<file path="src/rtl/mzjt_pkg.sv">
// Shared types and constants of the multi-zone job timer.
`timescale 1ns / 1ps

package mzjt_pkg;

	localparam logic [1:0] FUNC_TICK   = 2'd0;
	localparam logic [1:0] FUNC_START  = 2'd1;
	localparam logic [1:0] FUNC_STOP   = 2'd2;
	localparam logic [1:0] FUNC_BUTTON = 2'd3;

	localparam logic [1:0] KIND_STOP_ACK = 2'd0;
	localparam logic [1:0] KIND_DONE     = 2'd1;
	localparam logic [1:0] KIND_TOGGLE   = 2'd2;

	localparam logic [15:0] TPM_RESET = 16'd1200;

	typedef struct packed {
		logic [1:0]  kind;
		logic [2:0]  zone;
		logic [31:0] job_id;
		logic        job_id_valid;
		logic        request_on;
		logic [7:0]  valve_mask;
		logic        last;
	} report_t;

endpackage

</file>
<file path="src/rtl/multi_zone_job_timer_core.sv">
// Top level of the multi-zone job timer: sequencer, zone state and configuration.
`timescale 1ns / 1ps

// Usage: one item enters on the in_valid/in_stall channel and carries a base tick,
// a job start, a job stop or a button event. Reports leave on the out_valid/out_stall
// channel, one transaction each, and the final report of an item has last set.
// The block works on one item at a time and holds in_stall high until that item
// is finished. A tick that ends a minute has the shared increment and compare unit
// walk the zones in turn and then emits one completion report per finished zone.
// A stop emits an acknowledge and then a completion report, and a button event a
// toggle when a button is active, each waiting out any output stall. Each report
// is held in the output register on its way to the output. The single output
// register takes a new report in the cycle that the receiver takes the previous
// one; when the receiver stalls, the sequencer waits with it.
// The minute length in base ticks is written through cfg_valid/cfg_ready/cfg_data
// while idle. Reset closes all valves, clears every job and the prescaler, and sets
// the minute length to 1200 base ticks.

module multi_zone_job_timer_core #(
	parameter int ZONE_COUNT = 8,
	parameter int ID_BITS    = 32
) (
	input  logic        clk,
	input  logic        arst_n,
	input  logic        in_valid,
	output logic        in_stall,
	input  logic [1:0]  func,
	input  logic [7:0]  zone,
	input  logic [15:0] duration,
	input  logic [31:0] cmd_id,
	input  logic [7:0]  button_now,
	input  logic [7:0]  button_captured,
	output logic        out_valid,
	input  logic        out_stall,
	output logic [1:0]  report_kind,
	output logic [2:0]  zone_out,
	output logic [31:0] job_id_out,
	output logic        job_id_valid,
	output logic        request_on,
	output logic [7:0]  valve_mask,
	output logic        last,
	input  logic        cfg_valid,
	output logic        cfg_ready,
	input  logic [15:0] cfg_data
);

	localparam int ZW   = (ZONE_COUNT > 1) ? $clog2(ZONE_COUNT) : 1;
	localparam int ID_W = (ID_BITS < 32) ? ID_BITS : 32;

	localparam logic [2:0] S_IDLE  = 3'd0;
	localparam logic [2:0] S_TICK  = 3'd1;
	localparam logic [2:0] S_WALK  = 3'd2;
	localparam logic [2:0] S_EMIT  = 3'd3;
	localparam logic [2:0] S_STOP1 = 3'd4;
	localparam logic [2:0] S_STOP2 = 3'd5;
	localparam logic [2:0] S_BTN   = 3'd6;

	logic [2:0]            state_q;
	logic [15:0]           tpm_q;
	logic [15:0]           tick_q;
	logic [ZONE_COUNT-1:0] valve_q;
	logic [ZONE_COUNT-1:0] has_q;
	logic [ZONE_COUNT-1:0] done_q;
	logic [ZW-1:0]         idx_q;
	logic [ZW-1:0]         zone_q;
	logic [ID_W-1:0]       cmd_id_q;
	logic [7:0]            now_q;
	logic [7:0]            cap_q;
	logic                  stop_had_q;

	logic [15:0]   dur_q  [ZONE_COUNT];
	logic [15:0]   elap_q [ZONE_COUNT];
	logic [ID_W-1:0] id_q [ZONE_COUNT];

	logic                  accept;
	logic                  in_range;
	logic [15:0]           alu_count;
	logic [15:0]           alu_limit;
	logic [15:0]           alu_next;
	logic                  alu_reached;
	logic                  walk_active;
	logic                  walk_done;
	logic                  walk_end;
	logic [ZW-1:0]         done_pick;
	logic [ZONE_COUNT-1:0] done_rest;
	logic [7:0]            btn_act;
	logic                  btn_found;
	logic [ZW-1:0]         btn_pick;
	logic [ZONE_COUNT-1:0] zone_bit;
	logic                  out_free;
	logic                  out_load;
	mzjt_pkg::report_t     out_rep;
	mzjt_pkg::report_t     load_rep;

	assign in_stall  = (state_q != S_IDLE);
	assign accept    = in_valid && !in_stall;
	assign in_range  = (zone < 8'(ZONE_COUNT));
	assign cfg_ready = (state_q == S_IDLE);

	assign alu_count = (state_q == S_TICK) ? tick_q : elap_q[idx_q];
	assign alu_limit = (state_q == S_TICK) ? tpm_q : dur_q[idx_q];

	mzjt_alu u_alu (
		.count      (alu_count),
		.limit      (alu_limit),
		.count_next (alu_next),
		.reached    (alu_reached)
	);

	assign walk_active = has_q[idx_q] && (dur_q[idx_q] != 16'd0);
	assign walk_done   = walk_active && alu_reached;
	assign walk_end    = (idx_q == ZW'(ZONE_COUNT - 1));
	assign zone_bit    = ZONE_COUNT'(1) << zone_q;

	always_comb begin
		done_pick = '0;
		for (int i = ZONE_COUNT - 1; i >= 0; i--) begin
			if (done_q[i]) begin
				done_pick = ZW'(i);
			end
		end
		done_rest = done_q & ~(ZONE_COUNT'(1) << done_pick);
	end

	always_comb begin
		btn_act   = (~now_q != 8'd0) ? ~now_q : ~cap_q;
		btn_found = 1'b0;
		btn_pick  = '0;
		for (int i = ZONE_COUNT - 1; i >= 0; i--) begin
			if (btn_act[7 - i]) begin
				btn_found = 1'b1;
				btn_pick  = ZW'(i);
			end
		end
	end

	always_comb begin
		load_rep = '0;
		out_load = 1'b0;
		unique case (state_q)
			S_EMIT: begin
				out_load              = 1'b1;
				load_rep.kind         = mzjt_pkg::KIND_DONE;
				load_rep.zone         = 3'(done_pick);
				load_rep.job_id       = 32'(id_q[done_pick]);
				load_rep.job_id_valid = 1'b1;
				load_rep.valve_mask   = 8'(valve_q);
				load_rep.last         = (done_rest == '0);
			end
			S_STOP1: begin
				out_load              = 1'b1;
				load_rep.kind         = mzjt_pkg::KIND_STOP_ACK;
				load_rep.zone         = 3'(zone_q);
				load_rep.job_id       = 32'(cmd_id_q);
				load_rep.job_id_valid = 1'b1;
				load_rep.valve_mask   = 8'(valve_q & ~zone_bit);
			end
			S_STOP2: begin
				out_load              = 1'b1;
				load_rep.kind         = mzjt_pkg::KIND_DONE;
				load_rep.zone         = 3'(zone_q);
				load_rep.job_id       = stop_had_q ? 32'(id_q[zone_q]) : 32'd0;
				load_rep.job_id_valid = stop_had_q;
				load_rep.valve_mask   = 8'(valve_q);
				load_rep.last         = 1'b1;
			end
			S_BTN: begin
				out_load            = btn_found;
				load_rep.kind       = mzjt_pkg::KIND_TOGGLE;
				load_rep.zone       = 3'(btn_pick);
				load_rep.request_on = !valve_q[btn_pick];
				load_rep.valve_mask = 8'(valve_q);
				load_rep.last       = 1'b1;
			end
			default: begin
				out_load = 1'b0;
			end
		endcase
	end

	mzjt_out_reg u_out (
		.clk       (clk),
		.arst_n    (arst_n),
		.load      (out_load),
		.load_data (load_rep),
		.free      (out_free),
		.out_stall (out_stall),
		.out_valid (out_valid),
		.out_data  (out_rep)
	);

	assign report_kind  = out_rep.kind;
	assign zone_out     = out_rep.zone;
	assign job_id_out   = out_rep.job_id;
	assign job_id_valid = out_rep.job_id_valid;
	assign request_on   = out_rep.request_on;
	assign valve_mask   = out_rep.valve_mask;
	assign last         = out_rep.last;

	always_ff @(posedge clk or negedge arst_n) begin
		if (!arst_n) begin
			tpm_q <= mzjt_pkg::TPM_RESET;
		end else if (cfg_valid && cfg_ready) begin
			tpm_q <= cfg_data;
		end
	end

	always_ff @(posedge clk or negedge arst_n) begin
		if (!arst_n) begin
			state_q    <= S_IDLE;
			tick_q     <= '0;
			valve_q    <= '0;
			has_q      <= '0;
			done_q     <= '0;
			idx_q      <= '0;
			stop_had_q <= 1'b0;
		end else begin
			unique case (state_q)
				S_IDLE: begin
					if (accept) begin
						unique case (func)
							mzjt_pkg::FUNC_TICK: state_q <= S_TICK;
							mzjt_pkg::FUNC_START: begin
								if (in_range) begin
									has_q[zone[ZW-1:0]]   <= 1'b1;
									valve_q[zone[ZW-1:0]] <= 1'b1;
								end
							end
							mzjt_pkg::FUNC_STOP: begin
								if (in_range) begin
									state_q <= S_STOP1;
								end
							end
							mzjt_pkg::FUNC_BUTTON: state_q <= S_BTN;
							default: state_q <= S_IDLE;
						endcase
					end
				end
				S_TICK: begin
					if (alu_reached) begin
						tick_q  <= '0;
						idx_q   <= '0;
						done_q  <= '0;
						state_q <= S_WALK;
					end else begin
						tick_q  <= alu_next;
						state_q <= S_IDLE;
					end
				end
				S_WALK: begin
					if (walk_done) begin
						done_q[idx_q]  <= 1'b1;
						valve_q[idx_q] <= 1'b0;
						has_q[idx_q]   <= 1'b0;
					end
					if (walk_end) begin
						state_q <= (done_q != '0 || walk_done) ? S_EMIT : S_IDLE;
					end else begin
						idx_q <= idx_q + ZW'(1);
					end
				end
				S_EMIT: begin
					if (out_free) begin
						done_q <= done_rest;
						if (done_rest == '0) begin
							state_q <= S_IDLE;
						end
					end
				end
				S_STOP1: begin
					if (out_free) begin
						stop_had_q     <= has_q[zone_q];
						has_q[zone_q]  <= 1'b0;
						valve_q        <= valve_q & ~zone_bit;
						state_q        <= S_STOP2;
					end
				end
				S_STOP2: begin
					if (out_free) begin
						state_q <= S_IDLE;
					end
				end
				S_BTN: begin
					if (out_free || !btn_found) begin
						state_q <= S_IDLE;
					end
				end
				default: state_q <= S_IDLE;
			endcase
		end
	end

	always_ff @(posedge clk) begin
		if (accept) begin
			zone_q   <= zone[ZW-1:0];
			cmd_id_q <= cmd_id[ID_W-1:0];
			now_q    <= button_now;
			cap_q    <= button_captured;
		end
	end

	always_ff @(posedge clk) begin
		if (accept && func == mzjt_pkg::FUNC_START && in_range) begin
			dur_q[zone[ZW-1:0]]  <= duration;
			elap_q[zone[ZW-1:0]] <= 16'd0;
			id_q[zone[ZW-1:0]]   <= cmd_id[ID_W-1:0];
		end else if (state_q == S_WALK && walk_active) begin
			if (alu_reached) begin
				dur_q[idx_q]  <= 16'd0;
				elap_q[idx_q] <= 16'd0;
			end else begin
				elap_q[idx_q] <= alu_next;
			end
		end else if (state_q == S_STOP1 && out_free) begin
			dur_q[zone_q]  <= 16'd0;
			elap_q[zone_q] <= 16'd0;
		end
	end

	logic [ZONE_COUNT-1:0] elap_bad;

	always_comb begin
		for (int i = 0; i < ZONE_COUNT; i++) begin
			elap_bad[i] = has_q[i] && (dur_q[i] != 16'd0) && (elap_q[i] >= dur_q[i]);
		end
	end

`ifndef SYNTHESIS
	a_valve_tracks_job: assert property (@(posedge clk) disable iff (!arst_n)
		valve_q == has_q)
		else $error("Valve bits disagree with the zones that hold a job.");

	a_elapsed_below_duration: assert property (@(posedge clk) disable iff (!arst_n)
		elap_bad == '0)
		else $error("A running zone has reached its duration without completing.");

	a_idle_no_pending: assert property (@(posedge clk) disable iff (!arst_n)
		state_q == S_IDLE |-> done_q == '0)
		else $error("Completion reports are pending while the sequencer is idle.");

	a_emit_has_work: assert property (@(posedge clk) disable iff (!arst_n)
		state_q == S_EMIT |-> done_q != '0)
		else $error("The emit state has no completion to report.");
`endif

endmodule

</file>
<file path="src/rtl/mzjt_alu.sv">
// Shared increment and compare unit used for the prescaler and every zone count.
`timescale 1ns / 1ps

module mzjt_alu (
	input  logic [15:0] count,
	input  logic [15:0] limit,
	output logic [15:0] count_next,
	output logic        reached
);

	assign count_next = count + 16'd1;
	assign reached    = (count_next >= limit);

endmodule

</file>
<file path="src/rtl/mzjt_out_reg.sv">
// Output register that holds one report until the receiver takes it.
`timescale 1ns / 1ps

module mzjt_out_reg (
	input  logic              clk,
	input  logic              arst_n,
	input  logic              load,
	input  mzjt_pkg::report_t load_data,
	output logic              free,
	input  logic              out_stall,
	output logic              out_valid,
	output mzjt_pkg::report_t out_data
);

	logic              valid_q;
	mzjt_pkg::report_t data_q;

	assign free      = !valid_q || !out_stall;
	assign out_valid = valid_q;
	assign out_data  = data_q;

	always_ff @(posedge clk or negedge arst_n) begin
		if (!arst_n) begin
			valid_q <= 1'b0;
		end else if (free) begin
			valid_q <= load;
		end
	end

	always_ff @(posedge clk) begin
		if (free && load) begin
			data_q <= load_data;
		end
	end

endmodule
</file>
<file path="config.mk">
export PLATFORM = sky130hd
export DESIGN_NAME = multi_zone_job_timer_core
export DESIGN_NICKNAME = d
export VERILOG_FILES = /design/src/rtl/mzjt_pkg.sv /design/src/rtl/multi_zone_job_timer_core.sv /design/src/rtl/mzjt_alu.sv /design/src/rtl/mzjt_out_reg.sv
export SDC_FILE = /design/constraint.sdc
export NUM_CORES = 1
export LEC_CHECK = 0
export BUFFER_PORTS_ARGS = -buffer_cell sky130_fd_sc_hd__buf_2
export CAP_MARGIN = 40
export CELL_PAD_IN_SITES_DETAIL_PLACEMENT = 0
export CELL_PAD_IN_SITES_GLOBAL_PLACEMENT = 1
export CORE_ASPECT_RATIO = 2
export CORE_MARGIN = 2
export CORE_UTILIZATION = 48
export CTS_BUF_LIST = sky130_fd_sc_hd__clkbuf_4 sky130_fd_sc_hd__clkbuf_8
export CTS_CLUSTER_SIZE = 8
export DETAILED_ROUTE_END_ITERATION = 10
export GPL_ROUTABILITY_DRIVEN = 1
export PLACE_DENSITY = 0.77
export SLEW_MARGIN = 10
export SYNTH_ARGS = -nofsm -noshare
export SYNTH_HDL_FRONTEND = slang
export SYNTH_SLANG_ARGS = --single-unit
</file>
<file path="constraint.sdc">
create_clock -name clk -period 6.3 [get_ports clk]
set_input_delay 0.945 -clock clk [delete_from_list [all_inputs] [get_ports clk]]
set_output_delay 0.945 -clock clk [all_outputs]
set_load 0.05 [all_outputs]
</file>
# [After elaboration in Yosys (flattened, before gate mapping)]
# Memory sizes are Yosys's and may differ from the RTL's. A register that Yosys moved wholly into a read port is not among the register bits.
# Cells that the tools add are included.
[word_totals] reg_bits=163 mem_bits_rw=512 inputBits=95 output_inout_bits=51 word_cells=222 n_memories=3
[op_classes] n_addsub=2 n_lt_le_gt_ge=9 n_eq_ne=24 shift=2 n_mux=105 bitwise=15 n_reduce_logical=42
[memory_table] memory="id_q" depth=8 width=32 read_ports=2 rd_clocked_by_memory_dff=1 write_ports=1 line_no="multi_zone_job_timer_core.sv:73" text="logic [ID_W-1:0] id_q [ZONE_COUNT];"
[memory_table] memory="dur_q" depth=8 width=16 read_ports=1 rd_clocked_by_memory_dff=0 write_ports=1 line_no="multi_zone_job_timer_core.sv:71" text="logic [15:0] dur_q [ZONE_COUNT];"
[memory_table] memory="elap_q" depth=8 width=16 read_ports=1 rd_clocked_by_memory_dff=0 write_ports=1 line_no="multi_zone_job_timer_core.sv:72" text="logic [15:0] elap_q [ZONE_COUNT];"
[ops] operator="2-to-1 mux 16 bit" n=8
[ops] operator="2-to-1 mux 8 bit" n=14
[ops] operator="case mux 33 bit (3 select lines)" n=1
[ops] operator="2-to-1 mux 3 bit" n=31
[ops] operator="case mux 8 bit (3 select lines)" n=3
[ops] operator="OR reduction 16 bit" n=4
[ops] operator="inverter 8 bit" n=6
[ops] operator="bitwise AND 8 bit" n=5
[ops] operator="2-to-1 mux 1 bit" n=32
[ops] operator="2-to-1 mux 32 bit" n=1
[ops] operator="bitwise OR 8 bit" n=3
[ops] operator="case mux 3 bit (7 select lines)" n=1
[ops] operator="case mux 5 bit (4 select lines)" n=1
[ops] operator="!= test 2 bit, second input constant" n=9
[ops] operator="adder 16 x 1 -> 16 bit, second input constant" n=1
[ops] operator="greater-or-equal comparator 16 bit" n=1
[ops] operator="less-than comparator 3 x 4 -> 1 bit, second input constant" n=4
[ops] operator="case mux 8 bit (2 select lines)" n=1
[ops] operator="nonzero test 16 bit" n=1
[ops] operator="nonzero test 8 bit" n=2
[ops] operator="left shift 1 x 3 -> 8 bit, first input constant" n=2
[ops] operator="equality test 3 bit, second input constant" n=4
[ops] operator="logical AND 1 bit" n=12
[ops] operator="binary-select mux 1 bit (select 3 bit)" n=3
[ops] operator="other kinds (30)" n=49

# [Longest topological paths before layout]
# Gate-level depths: netlist (run 1).
[depth] ltp_word=15 depth_mapped=25 mapped_depth_nobuf=17

# [By module]
# A second synthesis (run 1) with hierarchy kept.
[hier_totals] cells_unflattened=2135 hier_area_um2=30178.9
[modules_own_cells] mod="multi_zone_job_timer_core" n_inst=1 cells_each=1992 area_each_um2=28039.4 seq_area_each_um2=18547.8
[modules_own_cells] mod="mzjt_out_reg" n_inst=1 cells_each=52 area_each_um2=1488.9 seq_area_each_um2=1466.4
[modules_own_cells] mod="mzjt_alu" n_inst=1 cells_each=91 area_each_um2=650.6 seq_area_each_um2=0.0

# [Least setup slack after synthesis (run 1)]
# Ideal clock, no wire load.
[synth_timing] path_kind="register -> register" from="register state_q[2]" to="memory dur_q[6][0], enable pin" setup_time_ps=409 t_arrival_ps=5666 required_ps=5891 setup_slack_ps=225 path_stages_with_launch=21 path_buffers=6 period_less_slack_ps=6075 path_cell_list="dfrtp_1 > buf_2 > nor2b_1 > nand2_1 > clkbuf_1 > clkbuf_1 > clkbuf_1 > clkbuf_1 > nor2_1 > nor2_1 > ha_1 > and3_1 > nor4b_4 > xor2_1 > ha_1 > nand4_1 > o41a_1 > clkbuf_1 > o31a_1 > o22a_1 > nor3_1"
[synth_between] elab_chain_cells=11 elab_cells_between_ends=30 cone_classes="add/sub: 1; order compare: 1; eq/ne: 3; mux: 16; reduce/logical: 9"
[synth_lines] element="start, declared" line_no="multi_zone_job_timer_core.sv:58" text="logic [2:0] state_q;"
[synth_lines] element="start signal, assigned" line_no="multi_zone_job_timer_core.sv:257" text="state_q <= (done_q != '0 || walk_done) ? S_EMIT : S_IDLE;"
[synth_lines] element="equality test 3 x 1 -> 1 bit" line_no="multi_zone_job_timer_core.sv:100, multi_zone_job_timer_core.sv:101"
[synth_lines] element="2-to-1 mux 16 bit" line_no="multi_zone_job_timer_core.sv:100" text="assign alu_count = (state_q == S_TICK) ? tick_q : elap_q[idx_q];"
[synth_lines] element="adder 16 x 1 -> 16 bit" line_no="mzjt_alu.sv:11" text="assign count_next = count + 16'd1;"
[synth_lines] element="greater-or-equal comparator 16 bit" line_no="mzjt_alu.sv:12" text="assign reached = (count_next >= limit);"
[synth_lines] element="2-to-1 mux 1 bit" line_no="multi_zone_job_timer_core.sv:308" text="if (alu_reached) begin"
[synth_lines] element="2-to-1 mux 1 bit" line_no="multi_zone_job_timer_core.sv:307" text="end else if (state_q == S_WALK && walk_active) begin"
[synth_lines] element="2-to-1 mux 1 bit" line_no="multi_zone_job_timer_core.sv:303" text="if (accept && func == mzjt_pkg::FUNC_START && in_range) begin"
[synth_lines] element="2-to-1 mux 1 bit (implied by the code)" line_no="multi_zone_job_timer_core.sv:309" text="dur_q[idx_q] <= 16'd0;"
[synth_lines] element="OR reduction 16 bit (no source line)"
[synth_lines] element="2-to-1 mux 3 bit (no source line) or 2-to-1 mux 1 bit (tied branches) (2 in series)"
[synth_lines] element="end, declared" line_no="multi_zone_job_timer_core.sv:71"
# Parallel ways exist; a longest one is shown, timed or not.

# [Worst setup path after layout (run 1)]
[layout_timing] from="register idx_q[0]" to="memory dur_q[0][11], enable pin"
[layout_between] elab_chain_cells=11 elab_cells_between_ends=24 cone_classes="add/sub: 1; order compare: 1; mux: 15; reduce/logical: 5; memory: 2"
[layout_lines] element="start, declared" line_no="multi_zone_job_timer_core.sv:64" text="logic [ZW-1:0] idx_q;"
[layout_lines] element="start signal, assigned" line_no="multi_zone_job_timer_core.sv:259" text="idx_q <= idx_q + ZW'(1);"
[layout_lines] element="memory (8 x 16 bit)"
[layout_lines] element="2-to-1 mux 16 bit" line_no="multi_zone_job_timer_core.sv:100"
[layout_lines] element="adder 16 x 1 -> 16 bit" line_no="mzjt_alu.sv:11"
[layout_lines] element="greater-or-equal comparator 16 bit" line_no="mzjt_alu.sv:12"
[layout_lines] element="2-to-1 mux 1 bit" line_no="multi_zone_job_timer_core.sv:308"
[layout_lines] element="2-to-1 mux 1 bit" line_no="multi_zone_job_timer_core.sv:307"
[layout_lines] element="2-to-1 mux 1 bit" line_no="multi_zone_job_timer_core.sv:303"
[layout_lines] element="2-to-1 mux 1 bit (implied by the code)" line_no="multi_zone_job_timer_core.sv:309"
[layout_lines] element="OR reduction 16 bit (no source line)"
[layout_lines] element="2-to-1 mux 3 bit (no source line) or 2-to-1 mux 1 bit (tied branches) (2 in series)"
# Parallel ways exist; a longest one is shown, timed or not. The select of a mux whose other input is x is not followed.

==> metrics.txt, run 1 <==
syn_nets=2317; Max Freq=0.172 GHz; die width=184 µm; TritonCTS clock tree=yes; Longest Clk Path Bufs=3; Int Pwr=between 10 and 15 mW; post-DP HPWL=56.1 mm; WS Path Type=register to register; P per Cell Area=504 mW/mm²; Max-cap violations=0; initial antenna violation count=8; sequential element share of the synthesized area=around two thirds; drt first pass iters=5; crit path cell chain=buf_4 -> nor2b_1 -> a22oi_1 -> o211ai_1 -> and3_1 -> nand4_4 -> nor3_2 -> xor2_1 -> ha_1 -> nand4_1 -> o41a_1 -> nor3_2 -> o22ai_2 -> nor3_2 -> buf_4; fin crit period=roughly 5.8 ns; cts hold-fix bufs=0; period utilisation layout=92.1%; fillcell total=between 5000 and 6000; Final Hold Vio Count=0; post-route DRC violation count=0; CP required=6.70 ns; Worst-Margin Slew=0.840 ns; Total GRT Usage=between 20% and 30%; VDD IR max=0.396 mV; vias per cell=6.19; largest net degree at the start of global routing=58; total CTS buffers=99; sequential fraction of design power=around a third; Final Slew Violations=0; first-pass GRT wire length=around 130 mm; Vias=20100; area leader, netlist=edfxtp_1; startpoint types=register; cell mode on critical path=nor3_2; Netlist cell types=95; P&R area growth vs syn=12.2%; R2R setup slack=between 0.4 and 0.5 ns; critical path capture point type=register; Clk network pwr share=between 15 and 20%; clk root buf=clkbuf_8; Final WS setup=0.498 ns; ys async rst share=9.44%; GP Congestion=0.902; switching power of the nets=7.37 mW; slowest stage delay, CP=about 0.67 ns; Ys Warns=0; post-route setup TNS=0 ns; CP max FO=38; final WL=around 87 mm; fraction of layout cells with a size suffix above 1=23.5%; die footprint=0.0666 mm²; Cells after Synth=2199; Final ANT Viol Nets=0; syn avg cell area=14.1 µm²; post-cts gate resize count=0; IO Port Bufs=145; main flop type after synthesis=edfxtp_1; final core occ=54.5%; vias in the first global route=21100; Site Rows=~130; clock skew=0.0357 ns; clk sinks=about 680; Synth Cell Area=0.0309 mm²; Setup Viol. Count Final=0; status=completed; Nets=2504; cell at the slowest stage of the critical path=dfrtp_4; Setup WS pre-CTS=about 0.63 ns; Initial Utilization=48.5%; post-CTS setup buffer count=0; register bit total from synthesis=678; Rel. slew slack=44.0%; GRT overflow=0; Logic pwr share=46.0%; core footprint=0.0638 mm²; WP data arrival=6.21 ns; Area contributors post-synth=edfxtp_1 59%, mux4_2 6.8%, dfrtp_1 4.9%; leak pwr=12.4 nW; RSZ-0062 raised after global routing=no; area fraction of the dominant cell type after synthesis=59.3%; Clk pin slew, worst setup/hold paths=approximately 0.06 ns; number of synthesized flops with an enable pin=between 600 and 700; HP Class=input pin to asynchronous set/reset pin; Die Ht=363 µm; Clock Latency Late Sink=0.75 ns; Iter 0 DRT Violations=1606; Sw Share=42.2%; total I/O pin count=146; Avg WL per Cell=26.8 µm; CTS HTree Levels=3
[cells in the mapped netlist (10+ instances only)]
cell	n
o221ai_1	34
o31ai_1	10
nand2b_1	14
a31oi_1	51
nand2_1	336
buf_1	19
a311oi_1	35
mux2i_1	87
a21oi_1	44
and3_1	26
inv_1	39
buf_2	17
o21ai_0	71
o21ai_1	10
ha_1	23
mux2_2	27
and2_1	54
nor3_1	28
nor2b_1	23
nand3_1	84
clkbuf_1	91
a211oi_1	37
mux4_2	93
dfrtp_1	60
edfxtp_1	611
nor2_1	61
[worst max-delay path, delay by kind of cell, from the launching register on]
kind                       cells  cell delay [ns]
and+or+nand+nor                7             2.09
xor gates and xnor gates       1             0.45
AOI/OAI and AO/OA              4             1.34
DFF                            1             0.67
adders and majority gates      1             0.23
buffers and inverters          2             0.62
[cell families after synthesis]
| family | count (synthesis) | synth area share (%) |
|---|---|---|
| AO/OA/AOI/OAI | 408 | 9.51 |
| flip-flops | 678 | 64.7 |
| XOR/XNOR | 14 | 0.396 |
| adder cells (fa/ha/maj) | 24 | 0.963 |
| AND/OR/NAND/NOR | 671 | 10.3 |
| multiplexers | 219 | 11.1 |
| buffers and inverters | 185 | 2.97 |
[flip-flops by register name, indices dropped and copies added (netlist names), 8 cells and up, named ones only]
register        count
u_out.out_data     48
tick_q             16
tpm_q              16
dur_q             128
elap_q            128
has_q               8
valve_q             8
id_q              256
done_q              8
now_q               8
cap_q               8
cmd_id_q           32
[metal layers]
layer / GRT usage [%] / share of wire (%)
met1: 27.5 / 34
met2: 48.2 / 54
met3: 5.78 / 6.9
met4: 14.4 / 5.2
met5: 0 / 0.10
[worst paths after layout]
kind / cells after the start / from / end
worst max-delay path: 15 / idx_q[0] / dur_q[0][11]
worst min-delay path: 2 / arst_n / tpm_q[14]
worst max register to register: 15 / idx_q[0] / dur_q[0][11]
worst min register to register: 2 / stop_had_q / stop_had_q
max in group asynchronous: 3 / arst_n / valve_q[1]
min in group clk: 1 / button_captured[4] / cap_q[4]
[power by group through the flow]
| stage | combinational, mW | clock, mW | sequential (mW) |
|---|---|---|---|
| after floorplan | 5.06 | 0 | 6.40 |
| after global placement | 7.74 | 0 | 6.12 |
| after detailed placement | 8.01 | 0 | 6.12 |
| after CTS | 8.04 | 3.48 | 6.04 |
| after global routing | 8.59 | 3.65 | 6.10 |
| final | 8.04 | 3.41 | 6.04 |
[area by class of cell]
type	count	area (µm²)	share of cell area [%]
diodes	1	2.50	0.00721
clock buffers	144	1720	4.95
well taps	798	998	2.88
repair buffers	232	1570	4.51
multi-input cells	1336	10200	29.3
inverters	39	146	0.422
flip-flops and latches	678	20000	57.7
clock inverters	13	105	0.303
[cells in the final DEF, fill, tap and decap left out, drive strengths merged, types with 8 or more instances in the layout]
master / count
edfxtp: 611
nand2: 336
buf: 232
clkbuf: 144
mux4: 96
mux2i: 87
nand3: 85
o21ai: 82
nor2: 62
dfrtp: 60
and2: 60
a31oi: 54
a21oi: 48
inv: 41
a211oi: 39
mux2: 36
a311oi: 35
o221ai: 34
nor3: 32
and3: 26
nor2b: 23
ha: 23
nand2b: 14
nand4: 11
o31ai: 10
a22oi: 9
o2bb2ai: 9
xor2: 8
a22o: 8
o22ai: 8
o211ai: 8
a21boi: 8
[per-stage QoR]
step	power (mW)	hold WS [ns]	instance area, µm²	cells
global placement	13.9	0.475	32700	3072
finish	17.5	0.0994	34700	3241
floorplan	11.5	0.439	30900	2199
global route	18.3	0.0551	34700	3241
CTS	17.6	0.0335	34700	3240
detailed placement	14.1	0.473	32900	3083
Power figures use the tool's default switching activity.
==> run 2: changes to the inputs <==
Settings changed: RECOVER_POWER from default to 100.
==> metrics.txt, run 2 (synthesis gave the netlist of run 1 again) <==
R2R Path End=valve_q[7]; Sequential cell area=0.0200 mm² (unchanged); P per Cell Area=506 mW/mm² (+0.54%); Nets=2504 (unchanged); HP Class=input pin to asynchronous set/reset pin; post-route setup TNS=0 ns (unchanged); fraction of layout cells with a size suffix above 1=18.0% (-5.5 points); vias in the first global route=21100 (unchanged); failing checks=capacitance limit, slew limit; period utilisation layout=93.3% (+1.2 points); Initial Utilization=48.5% (unchanged); Final Slew Violations=396 (+396); Inst Count DP=3083 (unchanged); post-DP HPWL=56.1 mm (unchanged); Max Used Layer=met5; Clk pin slew, worst setup/hold paths=0.06 ns (about the same); Post-Layout Cell Count=3242 (+0.031%); GRT overflow=0 (unchanged); clock skew=0.0375 ns (+0.00182 ns); leading cell type in the layout, fill and taps excluded=edfxtp_1; Worst R2R Start=idx_q[0]; Setup Viol. Count Final=0 (unchanged); vias per cell=6.20 (+0.13%); total CTS buffers=99 (unchanged); fin crit period=5.88 ns (+0.0743 ns); die footprint=0.0666 mm² (unchanged); initial antenna violation count=8 (unchanged); wire length on met3=5.88 mm (-2.5%); post-cts gate resize count=0 (unchanged); largest net degree at the start of global routing=58 (unchanged); total I/O pin count=146 (unchanged); Rel. slew slack=-129% (-170 points); Total GRT Usage=26.3% (unchanged); IO Port Bufs=145 (unchanged); R2R setup slack=0.42 ns (-0.07 ns); drt first pass iters=5 (unchanged); Die Ht=363 µm (unchanged); startpoint types=register; RSZ-0062 raised after global routing=no; Site Rows=131 (unchanged); wl on met1=29.5 mm (+1.2%); final WL=86.8 mm (about the same); GP Congestion=0.902 (unchanged); worst r2r path cells=18 (+3); critical path capture point type=register; WS Path Type=register to register; Final Hold Vio Count=0 (unchanged); first-pass GRT wire length=128 mm (unchanged); most frequent cells in the layout=611 x edfxtp_1, 334 x nand2_1, 119 x clkbuf_1, 102 x clkbuf_8, 93 x mux4_2; VDD IR max=0.396 mV (+0.22%); core footprint=0.0638 mm² (unchanged); Worst-Margin Slew=3.43 ns (+2.59 ns); Avg WL per Cell=26.8 µm (about the same); Multi-input gate area=0.0101 mm² (-0.92%); TritonCTS clock tree=yes; CP max FO=38 (unchanged); CP required=6.95 ns (+0.25 ns); Final ANT Viol Nets=0 (unchanged); Longest Clk Path Bufs=3 (unchanged); Met2 Wirelength=46.9 mm (-0.43%); Max-cap violations=13 (+13); Largest register FFs=256 (unchanged); die width=184 µm (unchanged); post-route DRC violation count=0 (unchanged); WP data arrival=6.53 ns (+0.32 ns); Max Freq=0.170 GHz (-1.3%); Clock Latency Late Sink=0.76 ns (about the same); post-CTS setup buffer count=0 (unchanged); Vias=20100 (+0.16%); clk sinks=678 (unchanged); P&R area growth vs syn=10.9%; status=finished, violations left; clk root buf=clkbuf_8; Iter 0 DRT Violations=1553 (-3.3%); leak pwr=11.9 nW (-3.6%); cts hold-fix bufs=0 (unchanged); fillcell total=5240 (+2.0%); CTS HTree Levels=3 (unchanged)
==> run 2: changes by cell type in the layout (fill, tap and decap cells not counted), moves of 5 or more <==
cell      previous run  this run
and2_1              52        33
clkbuf_1             0       119
clkbuf_2             0         6
buf_2              145        57
and2_0               5        25
buf_4               74        43
nor2_1              56        61
==> run 2: metal layers <==
layer  up-vias  global-route usage (%)
li1       8896                       -
met1     10100                    27.5
met2       848                    48.2
met3       269                    5.78
met4        12                    14.4
met5         -                       0
==> run 2: where the power goes <==
| group | switching [mW] | total (mW) | leakage (nW) | internal (mW) |
|---|---|---|---|---|
| logic | 5.31 | 7.90 | 4.46 | 2.60 |
| clock network | 1.64 | 3.41 | 0.968 | 1.77 |
| registers | 0.410 | 6.06 | 6.52 | 5.65 |
| total | 7.36 | 17.4 | 11.9 | 10.0 |
==> run 2: cell type report <==
cell class | instances | area share [%]
diodes | 2 | 0.0146
clock buffers | 144 | 5.01
clock inverters | 13 | 0.306
inverters | 39 | 0.427
multi-input cells | 1336 | 29.4
flip-flops and latches | 678 | 58.4
well taps | 798 | 2.91
repair buffers | 232 | 3.60
==> run 2: how the worst max path moves through the flow <==
stage | startpoint | to | slack (ns) | cells past startpoint
5_1_grt | idx_q[0] | dur_q[0][3] | 0.07 | 17
6_report | idx_q[0] | valve_q[7] | 0.42 | 18
4_1_cts | idx_q[0] | dur_q[4][11] | 0.59 | 15
2_1_floorplan | state_q[2] | dur_q[6][0] | 0.22 | 20
3_3_place_gp | idx_q[0] | elap_q[3][9] | 0.78 | 15
3_5_place_dp | idx_q[0] | dur_q[0][11] | 0.63 | 15
==> run 2: critical path, cell delays in order, from the launching register on <==
cell and delay (ns):
dfrtp_4 0.67, buf_4 0.32, nor2b_1 0.41, a22oi_1 0.16
o211ai_1 0.34, and3_1 0.30, nand4_4 0.18, nor2_1 0.25
xor2_1 0.35, ha_1 0.32, a211oi_1 0.27, o221ai_1 0.16
a21oi_1 0.22, o41a_1 0.39, nor2_1 0.14, a21oi_2 0.20
clkbuf_1 0.59, a21oi_1 0.28, o22ai_1 0.20
==> run 2: through the flow <==
stage	total power, mW	worst slack, ns	utilization (%)	area (µm²)	hold WS [ns]
after floorplan	11.5	0.225	-	30900	0.439
after global placement	13.9	0.784	51.2	32700	0.475
after detailed placement	14.1	0.631	51.6	32900	0.473
after CTS	17.6	0.587	54.5	34700	0.0335
after global routing	18.2	0.0687	53.8	34300	0.158
final	17.4	0.423	53.8	34300	0.172
==> run 3: changes to the inputs <==
Settings changed: ABC_AREA from default to 1, CORE_UTILIZATION 48 to 55, PLACE_DENSITY 0.77 to 0.87.
Clock period 6.3 ns to 7.2 ns, I/O delays scaled along.
==> metrics.txt, run 3 <==
Die Ht=340 µm (-6.4%); clock skew=0.0456 ns (+0.00812 ns); GP Congestion=0.968 (+7.3%); Post-Layout Cell Count=3956 (+22%); syn avg cell area=10.4 µm² (-26%); initial antenna violation count=6 (-2); Sequential cell area=0.0200 mm² (about the same); clk root buf=clkbuf_8; post-DP HPWL=57.5 mm (+2.5%); core footprint=0.0560 mm² (-12%); critical path capture point type=register; top post-synthesis cells by count=645 x nand2_1, 611 x edfxtp_1, 389 x nor2_1; mux share of post-synthesis cell area=0.581% (-11 points); TritonCTS clock tree=yes; Worst-Margin Slew=3.89 ns (+0.456 ns); fillcell total=4730 (-9.7%); Cells after Synth=2986 (+36%); Nets=3265 (+30%); CTS HTree Levels=3 (unchanged); ys async rst share=9.44% (unchanged); clk sinks=678 (unchanged); drt first pass iters=6 (+1); Netlist cell types=56 (-41%); CP max FO=24 (-37%); Longest Clk Path Bufs=3 (unchanged); Final Hold Vio Count=0 (unchanged); HP Class=input pin to asynchronous set/reset pin; Site Rows=123 (-6.1%); R2R Path End=dur_q[6][2]; leading cell type in the layout, fill and taps excluded=nand2_1; cell at the slowest stage of the critical path=clkbuf_1; vias per cell=6.02 (-2.9%); Iter 0 DRT Violations=2469 (+59%); area leader, netlist=edfxtp_1; post-synthesis compound-gate area fraction=11.0% (+1.5 points); XOR/XNOR Fraction of Synth Area=0.0565% (-0.34 points); failing checks=capacitance limit, slew limit; register bit total from synthesis=678 (unchanged); Synth Area in Adders=0.928% (-0.035 points); period utilisation layout=87.9% (-5.4 points); Synth Cell Area=0.0310 mm² (+0.28%); Final Slew Violations=575 (+45%); sequential element share of the synthesized area=64.5% (-0.18 points); die width=172 µm (-6.3%); P&R area growth vs syn=10.0%; main flop type after synthesis=edfxtp_1; Rel. slew slack=-159% (-30 points); Max-cap violations=16 (+3); Clk network pwr share=24.8% (+5.2 points); Ys Warns=0 (unchanged); total I/O pin count=146 (unchanged); GRT overflow=0 (unchanged); P per Cell Area=346 mW/mm² (-32%); post-CTS setup buffer count=0 (unchanged); Vias=23800 (+18%); Multi-input gate area=0.00931 mm² (-7.6%); Max Freq=0.158 GHz (-7.2%); Total GRT Usage=30.7% (+4.4 points); post-route DRC violation count=0 (unchanged); Initial Utilization=55.4% (+6.9 points); die footprint=0.0584 mm² (-12%); Clock Latency Late Sink=0.72 ns (-0.04 ns); final core occ=60.9% (+7.1 points); Largest register FFs=256 (unchanged); sequential fraction of design power=43.8% (+8.9 points); first-pass GRT wire length=134 mm (+5.0%); IO Port Bufs=145 (unchanged); count leader, synth=nand2_1; simple-gate share of the synthesized area=17.3% (+7.0 points); Avg WL per Cell=22.8 µm (-15%); Inst Count DP=3796 (+23%); RSZ-0062 raised after global routing=no; switching power of the nets=4.45 mW (-40%); total CTS buffers=98 (-1.0%); Area contributors post-synth=edfxtp_1 59%, nand2_1 7.8%, dfrtp_1 4.8%; Final ANT Viol Nets=0 (unchanged); fraction of layout cells with a size suffix above 1=9.77% (-8.2 points); Logic pwr share=31.4% (-14 points); number of synthesized flops with an enable pin=611 (unchanged); Clk pin slew, worst setup/hold paths=0.07 ns (about the same); WS Path Type=register to register; vias in the first global route=24100 (+14%); syn_nets=3104 (+34%); WP data arrival=6.70 ns (+0.17 ns); startpoint types=register; Int Pwr=7.35 mW (-27%); cts hold-fix bufs=0 (unchanged); worst r2r path cells=29 (+11); R2R setup slack=0.87 ns (+0.45 ns); slowest stage delay, CP=0.73 ns (+0.06 ns); status=finished, violations left; leak pwr=13.2 nW (+10%); largest family of logic cells by synthesized area=simple AND/OR/NAND/NOR gates; Setup Viol. Count Final=0 (unchanged); Worst R2R Start=idx_q[0]; area fraction of the dominant cell type after synthesis=59.1% (-0.17 points); most frequent cells in the layout=643 x nand2_1, 611 x edfxtp_1, 388 x nor2_1, 290 x o21ai_0, 258 x inv_1; fin crit period=6.33 ns (+0.454 ns); CP required=7.57 ns (+0.62 ns); Sw Share=37.7% (-4.7 points); final WL=90.4 mm (+4.1%); post-cts gate resize count=0 (unchanged); largest net degree at the start of global routing=82 (+41%); VDD IR max=0.214 mV (-46%); Hold Slack=0.329 ns (+0.157 ns)
run 3: changes by cell type after synthesis, moves of 23 or more:
cell      change
a31oi_1      -44
and2_1       -52
nor2b_1      -23
nor2_1      +328
o21ai_0     +211
inv_1       +216
nand3_1      +78
o221ai_1     +77
nand2_1     +309
and3_1       -26
a311oi_1     -35
a211oi_1     -31
mux4_2       -93
mux2i_1      -87
run 3: power groups by stage:
| stage | logic [mW] | registers, mW | clock network, mW |
|---|---|---|---|
| final | 3.71 | 5.16 | 2.92 |
| after global routing | 4.02 | 5.20 | 3.10 |
| after CTS | 3.77 | 5.13 | 2.95 |
| after detailed placement | 3.76 | 5.20 | 0 |
| after global placement | 3.61 | 5.20 | 0 |
| after floorplan | 2.17 | 5.49 | 0 |
run 3: critical path: cells and delay by family (launching register included):
| family | cells | cell delay [ns] |
|---|---|---|
| AND/OR/NAND/NOR | 15 | 2.47 |
| buffers and inverters | 10 | 2.15 |
| flip-flops | 1 | 0.55 |
| adder cells (fa/ha/maj) | 2 | 0.52 |
| AO/OA/AOI/OAI | 2 | 0.28 |
run 3: kinds of logic after synthesis:
| group | after synthesis |
|---|---|
| compound gates | 554 |
| fa+ha+maj | 23 |
| xor+xnor | 2 |
| simple gates | 1293 |
| flops | 678 |
| buf+inv | 420 |
| mux | 16 |
run 3: cell type report:
cell class	count	share of cell area, %
Sequential cell	678	58.6
Multi-Input combinational cell	1888	27.3
Clock buffer	146	5.02
Timing Repair Buffer	211	3.12
Inverter	270	2.98
Tap cell	750	2.75
Clock inverter	11	0.209
Antenna cell	2	0.0147
run 3: worst max-delay path by stage:
stage	slack (ns)	cells past startpoint	end	start
final	0.87	29	dur_q[6][2]	idx_q[0]
after global routing	0.32	28	dur_q[2][0]	idx_q[1]
after CTS	1.11	30	dur_q[2][2]	idx_q[1]
after detailed placement	1.17	30	dur_q[2][2]	idx_q[1]
after global placement	1.10	27	dur_q[5][4]	state_q[2]
after floorplan	-0.13	7	id_q[0][0]	state_q[1]
run 3: per-stage QoR:
| stage | worst slack [ns] | total power, mW | TNS, ns | instance area [µm²] |
|---|---|---|---|---|
| after floorplan | -0.130 | 7.67 | -29.14 | 31000 |
| after CTS | 1.11 | 11.9 | 0 | 34600 |
| final | 0.869 | 11.8 | 0 | 34100 |
| after global routing | 0.322 | 12.3 | 0 | 34100 |
| after global placement | 1.10 | 8.81 | 0 | 32500 |
| after detailed placement | 1.17 | 8.96 | 0 | 32800 |
run 3: per-layer routing:
layer / GRT usage (%) / wire, µm / vias up
met5: 0 / 54 / -
met4: 21.8 / 6520 / 8
met3: 5.20 / 7060 / 353
met2: 53.1 / 45600 / 1322
met1: 33.7 / 31200 / 11400
li1: - / - / 10700
